[config.mk]
export PLATFORM = sky130hd
export DESIGN_NAME = ple_cell
export DESIGN_NICKNAME = d
export VERILOG_FILES = /design/src/design/ple_pkg.sv /design/src/design/ple_cell.sv
export SDC_FILE = /design/constraint.sdc
export NUM_CORES = 1
export LEC_CHECK = 0
export ABC_CLOCK_PERIOD_IN_PS = 5100
export BUFFER_PORTS_ARGS = -buffer_cell sky130_fd_sc_hd__buf_2
export CAP_MARGIN = 20
export CORE_MARGIN = 4
export CORE_UTILIZATION = 35
export CTS_BUF_LIST = sky130_fd_sc_hd__clkbuf_2
export CTS_CLUSTER_DIAMETER = 60
export DETAILED_ROUTE_END_ITERATION = 8
export PLACE_DENSITY = 0.76
export SYNTH_ARGS = -nofsm -noshare
export SYNTH_HDL_FRONTEND = slang
export SYNTH_SLANG_ARGS = --single-unit
[constraint.sdc]
create_clock -name clk_i -period 5.1 [get_ports clk_i]
set_input_delay 1.02 -clock clk_i [delete_from_list [all_inputs] [get_ports clk_i]]
set_output_delay 1.02 -clock clk_i [all_outputs]
set_load 0.005 [all_outputs]
[src/design/ple_pkg.sv]
// ----------------------------------------------------------------------------
// ple_pkg: shared definitions of the positional list engine
// Field widths, operation codes and the control word broadcast to the cells.
// ----------------------------------------------------------------------------
package ple_pkg;

  localparam int unsigned OP_W             = 2;
  localparam int unsigned POS_W            = 7;
  localparam int unsigned DATA_W           = 32;
  localparam int unsigned COUNT_W          = 7;
  localparam int unsigned DEFAULT_CAPACITY = 64;

  // Word returned by a read that fails.
  localparam logic signed [DATA_W-1:0] READ_FAIL_WORD = -32'sd1;

  typedef enum logic [OP_W-1:0] {
    OP_READ   = 2'd0,
    OP_WRITE  = 2'd1,
    OP_INSERT = 2'd2,
    OP_REMOVE = 2'd3
  } ple_op_e;

  // Broadcast to every cell; apply is set only for a successful transfer.
  typedef struct packed {
    logic    apply;
    ple_op_e op;
  } ple_cell_ctrl_t;

endpackage

[src/design/ple_cell.sv]
// ----------------------------------------------------------------------------
// ple_cell: one list entry
// Holds one word and, from the broadcast position, decides whether to keep
// it, load the new word, or take the word of its lower or upper neighbour.
// ----------------------------------------------------------------------------
module ple_cell import ple_pkg::*; #(
  parameter int unsigned IDX   = 0,
  parameter int unsigned PW    = 8
) (
  input  logic                     clk_i,
  input  ple_cell_ctrl_t           ctrl_i,
  input  logic [PW-1:0]            pos0_i,
  input  logic signed [DATA_W-1:0] value_i,
  input  logic signed [DATA_W-1:0] lower_i,
  input  logic signed [DATA_W-1:0] upper_i,
  output logic signed [DATA_W-1:0] word_o,
  output logic [DATA_W-1:0]        rd_o
);

  localparam logic [PW-1:0] MY_IDX = PW'(IDX);

  logic                     hit;
  logic                     above;
  logic signed [DATA_W-1:0] word_q;
  logic signed [DATA_W-1:0] word_d;

  assign hit   = (pos0_i == MY_IDX);
  assign above = (pos0_i < MY_IDX);

  always_comb begin
    word_d = word_q;
    if (ctrl_i.apply) begin
      case (ctrl_i.op)
        OP_WRITE: begin
          if (hit) word_d = value_i;
        end
        OP_INSERT: begin
          if (hit) begin
            word_d = value_i;
          end else if (above) begin
            word_d = lower_i;
          end
        end
        OP_REMOVE: begin
          if (hit || above) word_d = upper_i;
        end
        default: word_d = word_q;
      endcase
    end
  end

  // Entry storage has no reset; entries at or past the count are never read.
  always_ff @(posedge clk_i) begin
    word_q <= word_d;
  end

  assign word_o = word_q;
  // Masked word so that the read port is a plain OR over all cells.
  assign rd_o   = hit ? word_q : '0;

endmodule

# Word level (Yosys, flattened, before mapping)
# Cells that the tools add are included.
# W data, S select, Z words.
word_totals:
  out_inout_bits: 64
  reg_bits: 32
  wordCells: 18
  inputBits: 108
classes:
  eq_ne: 6
  n_reduce_logical: 4
  order_cmp: 1
  n_mux: 6
op_table:
  columns: ["cell", "n"]
  rows:
  - ["$mux W32", 5]
  - ["$pmux W32 S3", 1]
  - ["$logic_not A8 Y1", 1]
  - ["$lt A8 B1 Y1 const B", 1]
  - ["$reduce_and A5 Y1", 1]
  - ["$eq A2 B2 Y1 const B", 2]
  - ["$ne A2 B2 Y1 const B", 2]
  - ["$ne A3 B3 Y1 const B", 1]
  - ["$reduce_bool A3 Y1", 1]
  - ["$eq A2 B1 Y1 const B", 1]
  - ["$logic_or A1 B1 Y1", 1]

# Logic depth before layout (Yosys ltp)
depth:
  word_depth: 4
  depth_mapped: 4
  ltp_nobuf: 2

# Worst setup path before layout
# OpenSTA, ideal clock, no wires.
synth_timing:
  path_kind: "input-to-reg"
  start: "in pos0_i[5]"
  end: "reg word_q[0] (netlist: word_o[0]) (enable)"
  path_buffers: 1
  cell_stages: 3
  required_ps: 4639
  setup_slack_ps: 696
  arrival_ps: 3943
  setup_ps: 461
  cell_sequence: "or4_4 > buf_6 > nor3_1"
synth_between:
  elab_chain_cells: 4
  word_cells_on_any_way: 7
  classes_between: "order compare: 1; eq/ne: 3; reduce/logical: 3"
synth_rtl:
  columns: ["element", "line", "rtl"]
  rows:
  - ["start, declared", "ple_cell.sv:12", "input logic [PW-1:0] pos0_i,"]
  - ["$lt A8 B1 Y1 / $logic_not A8 Y1 (equally long branches)", "ple_cell.sv:28, ple_cell.sv:27", null]
  - ["$logic_or A1 B1 Y1", "ple_cell.sv:45", "if (hit || above) word_d = upper_i;"]
  - ["$ne A2 B2 Y1 (no source line)", null, null]
  - ["$reduce_and A5 Y1 (no source line) *", null, null]
  - ["end signal, assigned", "ple_cell.sv:54", "word_q <= word_d;"]
  - ["end, declared", "ple_cell.sv:24", "logic signed [DATA_W-1:0] word_q;"]
# Every way passes the cells marked *; elsewhere a longest branch is shown, timed or not.
# A chain may end at the register's enable or synchronous reset.

# Worst setup path in the final report
layout_timing:
  start: "in pos0_i[1]"
  end: "out rd_o[31]"
layout_between:
  elab_chain_cells: 2
layout_rtl:
  columns: ["element", "line", "rtl"]
  rows:
  - ["$logic_not A8 Y1", "ple_cell.sv:27", "assign hit = (pos0_i == MY_IDX);"]
  - ["$mux W32", "ple_cell.sv:59", "assign rd_o = hit ? word_q : '0;"]
  - ["end, declared", "ple_cell.sv:17", "output logic [DATA_W-1:0] rd_o"]
# No other way between the ends.

==> impl_metrics.py <==
metrics = {
    "placed_design": {
        "io_buffers": 139,
        "place.detailed.instances": 344,
        "hpwl_um": 3590,
        "dp_area_mm2": 0.00259,
        "gp_congestion": 0.706,
    },
    "grt": {
        "grt.total_usage": 0.134,
        "number_of_antenna_violations_at_the_first_check_in_global_routing": 0,
        "grt_start_max_net_pins": 34,
        "grt_pass1_wl_um": 6760,
        "global_route.overflow_total": 0,
        "first_global_vias": 1490,
    },
    "clock_network": {
        "cts_num_sinks": 32,
        "root_buffer": "sky130_fd_sc_hd__clkbuf_2",
        "post_cts_resized": 0,
        "post_cts_setup_repair_bufs": 0,
        "tritoncts": "built",
        "clk_transition_reported_paths_ns": 0.15,
        "numCtsBuffers": 5,
        "ctsHtreeMaxLevel": 2,
        "postCtsHoldBufs": 0,
        "cts-root-to-sink-buffers": 2,
    },
    "finish": {
        "finalNetCount": 389,
        "final_util": 0.505,
        "layout.cell_area.non_filler_mm2": 0.00261,
        "stdcell_count": 349,
        "antenna_cells_inserted": 0,
        "final_layout_size_suffix_gt1_frac": 0.756,
        "number_of_flip_flops_under_the_largest_register_name": 32,
        "area_growth_syn_to_layout_pct": 37.8,
    },
    "floorplan": {
        "die-height_um": 81.6,
        "die_area_mm2": 0.00666,
        "core_mm2": 0.00517,
        "row_count": 26,
        "chipWidth_um": 81.6,
        "initial_utilization": 0.367,
        "ioPinCount": 172,
    },
    "timing": {
        "final_min_period_over_clock_period": 0.723,
        "hold_violations": 0,
        "drv_slew": 0,
        "worst_slew_pin_slew_ns": 0.945,
        "finalCriticalPeriod_ns": 3.69,
        "timing.max_slew.rel_slack": 0.370,
        "fin_setup_tns_ns": 0,
        "report.final.setup_viol": 0,
        "timing.hold.ws_ns": 0.961,
        "timing.fmax_mhz": 271,
        "rsz_0062_raised_after_global_routing": "no",
    },
    "worst_setup_path": {
        "timing.critical_path.from_type": "primary input",
        "crit_path_max_fanout": 33,
        "worst_setup_path_startpoint": "pos0_i[1]",
        "setup.worst_path.class": "primary input to output pin",
        "cp_data_required_time_ns": 4.08,
        "cp_data_arrival_time_ns": 2.67,
        "setup.worst_path.end_class": "output pin",
    },
    "route": {
        "dr_wl_met2_um": 2420,
        "avgViaCountPerCell": 4.45,
        "dr.max_layer_used": "met4",
        "route.detailed.drc": 0,
        "vias": 1553,
        "first_pass_iters": 4,
        "postRouteAntennaNets": 0,
        "wl_per_cell_um": 13.3,
        "met1Wirelength_um": 1620,
        "met3RoutedLength_um": 545,
        "postRouteWirelength_um": 4650,
        "dr.first_iter.drc_count": 27,
    },
    "status": {
        "result_of_the_run": "completed",
    },
    "synthesis": {
        "synth_sequential_area_ratio": 0.507,
        "synth.lib_cells_used.distinct": 14,
        "postSynthRegisterBits": 32,
        "avgSynthCellArea_um2": 13.2,
        "post_synth_instance_area_mm2": 0.00190,
        "postSynthNetCount": 252,
        "yosysWarnings": 0,
        "synth_cells": 144,
    },
    "power_and_ir_drop": {
        "vdd_ir_drop_max_uv": 101,
        "pwr_density_cell_mw_per_mm2": 176,
        "static-leakage-power_nw": 1.24,
    },
    "worst_hold_path": {
        "min_path_type": "primary input to register",
        "timing.hold.worst.start": "upper_i[16]",
    },
    "flow_run": {
        "maxCapViolations": 0,
    },
}
cell type report:
cell class | count | area (um^2)
fill | 476 | 2560
sequential | 32 | 961
timing repair buffer | 141 | 711
multi-input combinational | 69 | 709
inverter | 32 | 120
tap | 70 | 87.6
clock buffer | 5 | 25.0
cell usage after synthesis (all sizes together):
master  number  area share
nand2        1      0.0020
buf         10       0.057
mux2        32        0.19
inv         32       0.063
edfxtp      32        0.51
clkbuf       1      0.0020
or4          2      0.0099
nor3        33        0.17
o21ai        1      0.0026
placed cells by master, fill, tap and decap left out:
master / count
sky130_fd_sc_hd__buf_2: 139
sky130_fd_sc_hd__mux2_2: 32
sky130_fd_sc_hd__inv_1: 32
sky130_fd_sc_hd__edfxtp_1: 32
sky130_fd_sc_hd__nor3_2: 31
sky130_fd_sc_hd__clkbuf_2: 5
sky130_fd_sc_hd__nor3_1: 2
sky130_fd_sc_hd__buf_4: 2
sky130_fd_sc_hd__nand2_1: 1
sky130_fd_sc_hd__or4_4: 1
sky130_fd_sc_hd__or4_2: 1
sky130_fd_sc_hd__o21ai_0: 1
where the power goes:
group          switching [mW]  leakage, nW  total, mW  internal (mW)
logic                  0.0244        0.934     0.0641         0.0397
clock network          0.0771       0.0208      0.103         0.0263
registers            0.000177        0.288      0.292          0.291
total                   0.102         1.24      0.459          0.357
kinds of logic after synthesis:
family | synth area share
buffers and inverters | 0.123
AND/OR/NAND/NOR | 0.178
multiplexers | 0.190
flip-flops | 0.507
AO/OA/AOI/OAI | 0.00264
metrics by stage:
stage | total power, mW | setup WS [ns]
6_report | 0.459 | 1.41
5_1_grt | 0.486 | 1.27
4_1_cts | 0.468 | 1.40
3_5_place_dp | 0.363 | 1.40
3_3_place_gp | 0.360 | 1.42
2_1_floorplan | 0.333 | 0.696
metal layers:
| layer | vias to the layer above | GRT usage |
|---|---|---|
| li1 | 764 | - |
| met1 | 695 | 0.135 |
| met2 | 88 | 0.252 |
| met3 | 6 | 0.0515 |
| met4 | 0 | 0.0449 |
| met5 | - | 0 |
worst max-delay path, cell delays in order:
cell and delay [ns]:
sky130_fd_sc_hd__buf_2 0.09, sky130_fd_sc_hd__or4_2 1.12, sky130_fd_sc_hd__nor3_1 0.27, sky130_fd_sc_hd__buf_2 0.15
path summary, 6_finish.rpt:
| check | endpoint | cells after the start |
|---|---|---|
| setup / recovery | rd_o[31] | 4 |
| hold / removal | word_o[16] | 2 |
Power figures use the tool's default switching activity.
